===== config.mk =====
export PLATFORM = sky130hd
export DESIGN_NAME = crc64_byte_checksum
export DESIGN_NICKNAME = d
export VERILOG_FILES = /design/src/hdl/crc64bc_pkg.sv /design/src/hdl/crc64bc_in_stage.sv /design/src/hdl/crc64bc_fold.sv /design/src/hdl/crc64bc_out_stage.sv /design/src/hdl/crc64_byte_checksum.sv
export VERILOG_INCLUDE_DIRS = /design/src /design/src/hdl
export SDC_FILE = /design/constraint.sdc
export NUM_CORES = 1
export LEC_CHECK = 0
export BUFFER_PORTS_ARGS = -buffer_cell sky130_fd_sc_hd__buf_2
export CAP_MARGIN = 15
export CORE_MARGIN = 3
export CORE_UTILIZATION = 35
export CTS_BUF_LIST = sky130_fd_sc_hd__clkbuf_16
export CTS_CLUSTER_SIZE = 20
export DETAILED_ROUTE_END_ITERATION = 10
export PLACE_DENSITY_LB_ADDON = 0.15
export RECOVER_POWER = 100
export SYNTH_ARGS = -nofsm -noshare
export SYNTH_HDL_FRONTEND = slang
export SYNTH_SLANG_ARGS = --single-unit
export TNS_END_PERCENT = 50

===== constraint.sdc =====
create_clock -name i_clk -period 10.85 [get_ports i_clk]
set_clock_uncertainty 0.1 [all_clocks]
set_input_delay 1.085 -clock i_clk [delete_from_list [all_inputs] [get_ports i_clk]]
set_output_delay 1.085 -clock i_clk [all_outputs]
set_load 0.005 [all_outputs]

===== src/hdl/assert_macros.svh =====
// ----------------------------------------------------------------------------
// assert_macros.svh
// concurrent assertion helpers clocked on i_clk
// ----------------------------------------------------------------------------
`ifndef ASSERT_MACROS_SVH
`define ASSERT_MACROS_SVH

// checked only outside reset
`define ASSERT_CLK(label, prop, msg) \
    label: assert property (@(posedge i_clk) disable iff (!i_rst_n) prop) else $error(msg);

// checked in every cycle, reset included
`define ASSERT_ALWAYS(label, prop, msg) \
    label: assert property (@(posedge i_clk) prop) else $error(msg);

`endif


===== src/hdl/crc64bc_pkg.sv =====
// ----------------------------------------------------------------------------
// crc64bc_pkg
// shared types, constants and the byte fold function of the crc64 checker
// ----------------------------------------------------------------------------
`timescale 1ns / 1ps

package crc64bc_pkg;

    localparam logic [63:0] CRC_POLY = 64'h42F0_E1EB_A9EA_3693;
    localparam logic [63:0] CRC_ONES = 64'hFFFF_FFFF_FFFF_FFFF;

    typedef struct packed {
        logic [63:0] expected_crc;
        logic        empty_message;
        logic        last_byte;
        logic        first_byte;
        logic [7:0]  data_byte;
    } t_in_item;

    typedef struct packed {
        logic [63:0] crc_value;
        logic        crc_match;
    } t_result;

    // lsb-first update, eight shift/xor steps folded into one network
    function automatic logic [63:0] crc_fold_byte(input logic [63:0] crc,
                                                  input logic [7:0]  data);
        logic [63:0] t;
        t = {56'd0, crc[7:0] ^ data};
        for (int k = 0; k < 8; k++) begin
            if (t[0]) begin
                t = (t >> 1) ^ CRC_POLY;
            end else begin
                t = t >> 1;
            end
        end
        return (crc >> 8) ^ t;
    endfunction

endpackage


===== src/hdl/crc64bc_in_stage.sv =====
// ----------------------------------------------------------------------------
// crc64bc_in_stage
// input register with stream handshake and advance control
// ----------------------------------------------------------------------------
`timescale 1ns / 1ps

module crc64bc_in_stage
    import crc64bc_pkg::*;
(
    input  logic     i_clk,
    input  logic     i_rst_n,
    input  logic     i_valid,
    output logic     o_ready,
    input  t_in_item i_item,
    input  logic     i_out_free,
    output logic     o_adv,
    output t_in_item o_item
);

    logic     r_valid;
    t_in_item r_item;
    logic     w_produce;

    // a middle byte needs no output slot
    assign w_produce = r_item.last_byte | r_item.empty_message;
    assign o_adv     = r_valid & (~w_produce | i_out_free);
    assign o_ready   = ~r_valid | o_adv;
    assign o_item    = r_item;

    always_ff @(posedge i_clk) begin
        if (!i_rst_n) begin
            r_valid <= 1'b0;
        end else if (o_ready) begin
            r_valid <= i_valid;
        end
    end

    always_ff @(posedge i_clk) begin
        if (o_ready && i_valid) begin
            r_item <= i_item;
        end
    end

endmodule


===== src/hdl/crc64bc_fold.sv =====
// ----------------------------------------------------------------------------
// crc64bc_fold
// running crc register and the per-byte update and compare
// ----------------------------------------------------------------------------
`timescale 1ns / 1ps

module crc64bc_fold
    import crc64bc_pkg::*;
(
    input  logic        i_clk,
    input  logic        i_rst_n,
    input  logic        i_adv,
    input  t_in_item    i_item,
    output logic        o_produce,
    output t_result     o_result,
    output logic [63:0] o_run_crc
);

    logic [63:0] r_crc;
    logic [63:0] n_crc;
    logic [63:0] w_seed;
    logic [63:0] w_folded;
    logic [63:0] w_final;

    assign w_seed    = i_item.first_byte ? CRC_ONES : r_crc;
    assign w_folded  = crc_fold_byte(w_seed, i_item.data_byte);
    assign w_final   = w_folded ^ CRC_ONES;
    assign o_run_crc = r_crc;

    always_comb begin
        o_produce          = 1'b0;
        o_result.crc_value = w_final;
        o_result.crc_match = (w_final == i_item.expected_crc);
        n_crc              = w_folded;
        if (i_item.empty_message) begin
            o_produce          = 1'b1;
            o_result.crc_value = '0;
            o_result.crc_match = 1'b1;
            n_crc              = CRC_ONES;
        end else if (i_item.last_byte) begin
            // reseed so the next message starts clean
            o_produce = 1'b1;
            n_crc     = CRC_ONES;
        end
    end

    always_ff @(posedge i_clk) begin
        if (!i_rst_n) begin
            r_crc <= CRC_ONES;
        end else if (i_adv) begin
            r_crc <= n_crc;
        end
    end

endmodule


===== src/hdl/crc64bc_out_stage.sv =====
// ----------------------------------------------------------------------------
// crc64bc_out_stage
// result register holding one checksum until the sink takes it
// ----------------------------------------------------------------------------
`timescale 1ns / 1ps

module crc64bc_out_stage
    import crc64bc_pkg::*;
(
    input  logic    i_clk,
    input  logic    i_rst_n,
    input  logic    i_load,
    input  t_result i_result,
    input  logic    i_ready,
    output logic    o_free,
    output logic    o_valid,
    output t_result o_result
);

    logic    r_valid;
    t_result r_result;

    assign o_free   = ~r_valid | i_ready;
    assign o_valid  = r_valid;
    assign o_result = r_result;

    always_ff @(posedge i_clk) begin
        if (!i_rst_n) begin
            r_valid <= 1'b0;
        end else if (i_load) begin
            r_valid <= 1'b1;
        end else if (i_ready) begin
            r_valid <= 1'b0;
        end
    end

    always_ff @(posedge i_clk) begin
        if (i_load) begin
            r_result <= i_result;
        end
    end

endmodule


===== src/hdl/crc64_byte_checksum.sv =====
// ----------------------------------------------------------------------------
// crc64_byte_checksum
// byte-serial 64-bit crc with a compare against the expected checksum
// path: the last byte waits in the input register, is folded into the running crc,
//   and the result is registered in the result register
// throughput: one byte per cycle unless a closing byte waits on a full result register
// reset: synchronous, active low; clears both valid flags and seeds crc to ones
// ----------------------------------------------------------------------------
`timescale 1ns / 1ps

`include "assert_macros.svh"

module crc64_byte_checksum
    import crc64bc_pkg::*;
(
    input  logic        i_clk,
    input  logic        i_rst_n,
    // input stream
    input  logic        s_axis_tvalid,
    output logic        s_axis_tready,
    input  logic [71:0] s_axis_tdata,   // data_byte[7:0], expected_crc[71:8]
    input  logic        s_axis_tlast,   // last_byte
    input  logic [1:0]  s_axis_tuser,   // first_byte[0], empty_message[1]
    // result stream
    output logic        m_axis_tvalid,
    input  logic        m_axis_tready,
    output logic [63:0] m_axis_tdata,   // crc_value[63:0]
    output logic [0:0]  m_axis_tuser    // crc_match[0]
);

    t_in_item    w_in_item;
    t_in_item    w_stage_item;
    t_result     w_fold_result;
    t_result     w_out_result;
    logic        w_adv;
    logic        w_produce;
    logic        w_out_free;
    logic [63:0] w_run_crc;

    // unpack the slave-side transfer into item fields
    assign w_in_item.data_byte     = s_axis_tdata[7:0];
    assign w_in_item.expected_crc  = s_axis_tdata[71:8];
    assign w_in_item.last_byte     = s_axis_tlast;
    assign w_in_item.first_byte    = s_axis_tuser[0];
    assign w_in_item.empty_message = s_axis_tuser[1];

    // input register; advances when the byte has somewhere to go
    crc64bc_in_stage u_in_stage (
        .i_clk      (i_clk),
        .i_rst_n    (i_rst_n),
        .i_valid    (s_axis_tvalid),
        .o_ready    (s_axis_tready),
        .i_item     (w_in_item),
        .i_out_free (w_out_free),
        .o_adv      (w_adv),
        .o_item     (w_stage_item)
    );

    // fold network and running crc
    crc64bc_fold u_fold (
        .i_clk     (i_clk),
        .i_rst_n   (i_rst_n),
        .i_adv     (w_adv),
        .i_item    (w_stage_item),
        .o_produce (w_produce),
        .o_result  (w_fold_result),
        .o_run_crc (w_run_crc)
    );

    // result register parts the sink's stall from the input side
    crc64bc_out_stage u_out_stage (
        .i_clk    (i_clk),
        .i_rst_n  (i_rst_n),
        .i_load   (w_adv & w_produce),
        .i_result (w_fold_result),
        .i_ready  (m_axis_tready),
        .o_free   (w_out_free),
        .o_valid  (m_axis_tvalid),
        .o_result (w_out_result)
    );

    assign m_axis_tdata    = w_out_result.crc_value;
    assign m_axis_tuser[0] = w_out_result.crc_match;

    // a finished message always lands in the result register
    `ASSERT_CLK(a_result_loads, (w_adv && w_produce) |=> m_axis_tvalid, "result not loaded")

    // running crc is reseeded once a message closes
    `ASSERT_CLK(a_reseed_after_result, (w_adv && w_produce) |=> (w_run_crc == CRC_ONES), "crc not reseeded")

    // empty message reports zero and a match
    `ASSERT_CLK(a_empty_result, (w_adv && w_stage_item.empty_message) |=> (m_axis_tuser[0] && (m_axis_tdata == 64'd0)), "bad empty message result")

    // reset leaves nothing pending and the crc seeded
    `ASSERT_ALWAYS(a_reset_clears, !i_rst_n |=> (!m_axis_tvalid && (w_run_crc == CRC_ONES)), "reset did not clear")

endmodule

Yosys cells after proc, flatten, opt, wreduce, memory -nomap -nowiden
Cells that the tools add are included.

word-level totals
  output and inout bits = 67
  input bits = 79
  word-level logic and storage cells = 48
  bits in registers = 206

cells by class
  eq/ne operators = 1
  mux-type cells = 15
  bitwise gates (word level) = 20
  reduce and logical (&&, ||, !) cells = 2

operators with widths
  cell                   count
  2-to-1 mux 63 bit      8
  inverter 33 bit        7
  2-to-1 mux 64 bit      3
  == test 64 bit         1
  inverter 64 bit        1
  XOR 56 x 64 -> 64 bit  1
  inverter 3 -> 33 bit   1
  XOR 8 bit              1
  2-to-1 mux 1 bit       4
  OR 1 bit               4
  inverter 1 bit         3
  bitwise AND 1 bit      2
  nonzero test 2 bit     1
  logical AND 1 bit      1

Longest topological paths before layout
  depth in word-level cells = 21
  gate-level depth with buffers = 13
  mapped depth without buffers = 10

By module
From an unflattened synthesis, not the netlist that was laid out.

second synthesis, totals
  cell total of the unflattened synthesis = 1,007
  area, all modules = 11,447.2 sq um

by module, submodules not included
  module               cells an instance  times used  sequential area each (sq um)  area an instance (sq um)
  crc64bc_fold         855                1           1,281.2                       7,121.8
  crc64bc_in_stage     82                 1           2,272.2                       2,318.5
  crc64bc_out_stage    69                 1           1,971.9                       2,000.7
  crc64_byte_checksum  1                  1           0.0                           6.3

Least setup slack after synthesis
OpenSTA, ideal clock, no wires.

  path type = input to register
  start = input port m_axis_tready
  end = register u_in_stage.r_item (netlist bit u_in_stage.o_item[0]), enable pin
  cell stages on the path = 4
  arrival time = 3,126 ps
  data required time = 10,309 ps
  path slack = 7,182 ps
  path buffers = 0
  library setup time = 441 ps
  path through = nand2b_1 -> nor2_1 -> nand2_1 -> and2_1

between the ends
  word-level cells in the longest chain between the ends = 5

RTL lines
  item                  RTL line                   text
  start, declared       crc64_byte_checksum.sv:26  input logic m_axis_tready,
  OR 1 bit              crc64bc_out_stage.sv:23    assign o_free = ~r_valid | i_ready;
  OR 1 bit              crc64bc_in_stage.sv:26     assign o_adv = r_valid & (~w_produce | i_out_free);
  bitwise AND 1 bit     crc64bc_in_stage.sv:26
  OR 1 bit              crc64bc_in_stage.sv:27     assign o_ready = ~r_valid | o_adv;
  via s_axis_tready     crc64_byte_checksum.sv:20  output logic s_axis_tready,
  logical AND 1 bit     crc64bc_in_stage.sv:39     if (o_ready && i_valid) begin
  end signal, assigned  crc64bc_in_stage.sv:40     r_item <= i_item;
  end, declared         crc64bc_in_stage.sv:21     t_in_item r_item;

The timed path passes the listed nets, and every way through them passes these cells.
A chain may end at the register's enable or synchronous reset.

Worst setup path after layout
  start = register u_in_stage.r_item (netlist bit u_in_stage.o_item[8])
  end = register u_out_stage.r_result (netlist bit u_out_stage.o_result[0]), data pin

between the ends
  word-level cells in the longest chain between the ends = 19
  elaborated cells between the ends (all ways) = 21
  classes of those cells = eq/ne: 1; mux: 9; bitwise: 11

RTL lines
  item                                                            RTL line                 text
  2-to-1 mux 64 bit *                                             crc64bc_fold.sv:25       assign w_seed = i_item.first_byte ? CRC_ONES : r_crc;
  XOR 8 bit                                                       crc64bc_pkg.sv:29        t = {56'd0, crc[7:0] ^ data};
  inverter 3 -> 33 bit (no line)                                  -
  2-to-1 mux 63 bit                                               crc64bc_pkg.sv:31        if (t[0]) begin
  inverter 33 bit (no line)                                       -
  2-to-1 mux 63 bit (2 in a row)                                  crc64bc_pkg.sv:31
  inverter 33 bit (no line) or 2-to-1 mux 63 bit (tied branches)  -
  2-to-1 mux 63 bit or inverter 33 bit (tied branches)            -
  [2 not listed]                                                  -
  inverter 33 bit (no line) or 2-to-1 mux 63 bit (tied branches)  -
  2-to-1 mux 63 bit or inverter 33 bit (tied branches)            -
  2-to-1 mux 63 bit                                               crc64bc_pkg.sv:31
  inverter 33 bit (no line)                                       -
  2-to-1 mux 63 bit                                               crc64bc_pkg.sv:31
  XOR 56 x 64 -> 64 bit *                                         crc64bc_pkg.sv:37        return (crc >> 8) ^ t;
  inverter 64 bit (no line) *                                     -
  == test 64 bit *                                                crc64bc_fold.sv:33       o_result.crc_match = (w_final == i_item.expected_crc);
  end signal, assigned                                            crc64bc_out_stage.sv:39  r_result <= i_result;
  end, declared                                                   crc64bc_out_stage.sv:21  t_result r_result;

Every way passes the cells marked *; elsewhere a longest branch is shown, timed or not.

==> flow_summary.ini <==
[status]
status = finished with violations
violations = capacitance limit, slew limit

[place]
io_buffers = 145
place_inst = 1525
routabilityCongestion = 0.9538
dp_slack_ns = 5.981
place_hpwl_mm = 26.03

[routing]
firstDrtPassIters = 5
num_vias = 7883
drtIter0Drc = 644
detail_route.vias_per_cell = 5.027
routed_wl_mm = 35.40
antenna_left = 0
drcViolationCount = 0
wl_per_cell_um = 22.57

[clock_tree]
cts_buffers = 24
hold_buffers = 0
clock_sinks = 206
cts_tree = yes
clk_path_buf_depth = 3
cts_resized = 0
clkLatencyLatePin_ns = 0.52
cts_setup_buffers = 0
htreeDepth = 1
cts.clk_slew.worst_paths_ns = 0.06
root_buffer = clkbuf_16

[sta]
max_freq_ghz = 0.1342
hold_ws_ns = 0.3587
setup_ws_ns = 3.400
hold_violations = 0
timing.final.crit_share_pct = 68.66
relSlewSlack_pct = -231.9
setup_viol = 0
min_period_ns = 7.450
slew_viol_final = 233
rsz0062_at_grt = false
tns_ns = 0
tightest_slew_ns = 4.978

[final_layout]
area_growth_pct = 15.26
drive_above_1_share_pct = 15.00
final_util_pct = 41.35
fin_cells = 1568
layout.nets = 1195
multi_input_area_um2 = 5542
antenna_cells = 0
fillers = 3163
seq_area_um2 = 5525

[synth]
synth_area_um2 = 11470
synth_seq_cells = 206
netlist.top_cell.by_area = edfxtp_1
synthTopCellsByCount = 162 x xnor2_1, 140 x edfxtp_1, 107 x nor2_1
synthTopCellsByArea = edfxtp_1 37%, xnor2_1 12%, dfxtp_1 12%
synth_cell_types = 68
syn-num-nets = 1071
synth_ff_type = edfxtp_1
netlist_instances = 992
ys_seq_area_share_pct = 48.18
async_flop_share_pct = 0
avgSynthCellArea_um2 = 11.56
synth_edf_count = 140
yosys_warnings = 0
synth_top_area_share_pct = 36.66
synth_most_common_cell = xnor2_1

[run]
drv_cap = 4

[critical_path]
critPathRequiredTime_ns = 11.00
path_class = flip-flop to flip-flop
reg2reg_to = u_out_stage.o_result[0]
endpoint_kind = flip-flop
worst_setup_path_start_kind = flip-flop
cp_max_fo = 51
reg2reg_depth = 13
crit_arrival_ns = 7.60
r2r-start = u_in_stage.o_item[8]
r2r_slack_ns = 3.40

[power_and_ir_drop]
power.leakage_uw = 0.005175
p_sw_uw = 1199
p_clk_share_pct = 26.3
pwr-share-seq_pct = 30.9
power.density_nw_per_um2 = 245.8
pwr-share-comb_pct = 42.8
peakVddDrop_v = 0.0001070
swShare_pct = 36.92
intPower_uw = 2049

[global_route]
grt_max_degree = 79
first_global_vias = 7667
grtUsageTotal_pct = 19.68
grt_pass1_wl_mm = 51.76
antenna_found_initial = 0
grt_remaining_overflow = 0

[min_path]
hold_depth = 2
hold_start = u_fold.o_run_crc[63]
hold_class = flip-flop to flip-flop
hold_end = u_fold.o_run_crc[63]

[die]
pin_count = 146
coreArea_um2 = 31960
rows = 65
start_util_pct = 35.88
die_x_um = 187.0
die_h_um = 187.0
design.die.area_um2 = 34970
final cells by class:
| cell class | instances | area share (%) |
|---|---|---|
| multi-input combinational | 720 | 41.93 |
| clock buffer | 25 | 4.733 |
| sequential | 206 | 41.80 |
| tap | 435 | 4.118 |
| timing repair buffer | 159 | 5.699 |
| clock inverter | 18 | 1.581 |
| inverter | 5 | 0.1420 |
per-stage QoR:
step                area (um2)  power, uW
CTS                      13400       3309
finish                   13220       3248
detailed placement       12570       2440
global placement         12570       2444
global route             13220       3419
floorplan                11470       2009
power by group through the flow:
stage                     sequential, uW  clock [uW]  combinational, uW
final                               1000         853               1390
after detailed placement            1020           0               1420
after CTS                           1000         877               1430
after global placement              1020           0               1430
after floorplan                      989           0               1020
after global routing                1010         911               1500
routing by layer:
metal | part of all wire (%) | GRT usage [%] | wire (um)
met1 | 48 | 29.40 | 16850
met5 | 0 | 0 | 0
met3 | 6.3 | 3.355 | 2228
met2 | 45 | 30.69 | 15990
met4 | 0.92 | 2.966 | 324
placed cells by master, fill, tap and decap left out, drive strengths merged, types with 4 or more instances in the layout:
master,n
nand3,34
nor3,7
clkbuf,67
clkinv,4
a211oi,4
mux2i,6
xor3,5
dfxtp,66
nor2b,5
bufinv,5
nand2,100
inv,12
and3,5
a22oi,4
xnor2,173
buf,117
nor2,111
nor4,7
xor2,45
a31oi,4
xnor3,41
a21oi,13
and2,45
nand4,9
o21ai,11
o211ai,47
edfxtp,140
worst max-delay path by stage:
stage | from | end | slack, ns | cells after the start
finish | u_in_stage.o_item[8] | u_out_stage.o_result[0] | 3.40 | 13
detailed placement | u_in_stage.o_item[8] | u_out_stage.o_result[0] | 5.98 | 13
global placement | u_in_stage.o_item[8] | u_out_stage.o_result[0] | 6.04 | 13
floorplan | m_axis_tready | u_in_stage.o_item[0] | 7.18 | 4
CTS | u_in_stage.o_item[8] | u_out_stage.o_result[0] | 5.96 | 13
global route | u_in_stage.o_item[8] | u_out_stage.o_result[0] | 2.91 | 13
registers in the layout (all words and copies together), names as in the netlist:
name                  flops
u_out_stage.o_valid       1
u_in_stage.o_item        75
u_fold.o_run_crc         64
u_in_stage.r_valid        1
u_out_stage.o_result     65
kinds of logic after synthesis:
family / synth area share, %
multiplexers: 0.8183
buffers and inverters: 2.804
flip-flops: 48.18
AO/OA/AOI/OAI: 6.765
XOR/XNOR: 27.53
AND/OR/NAND/NOR: 13.90
critical path, stage by stage (launching register included):
cell      delay [ns]
edfxtp_1        0.32
buf_4           0.31
clkbuf_1        1.84
inv_1           0.78
a21boi_0        0.60
nor2_1          0.09
clkbuf_1        0.57
xnor3_1         0.87
xnor3_1         0.57
and3b_1         0.26
a21oi_1         0.11
o22ai_1         0.08
a21oi_1         0.45
o41ai_1         0.16
No activity file was read; power rests on OpenSTA's default activity.
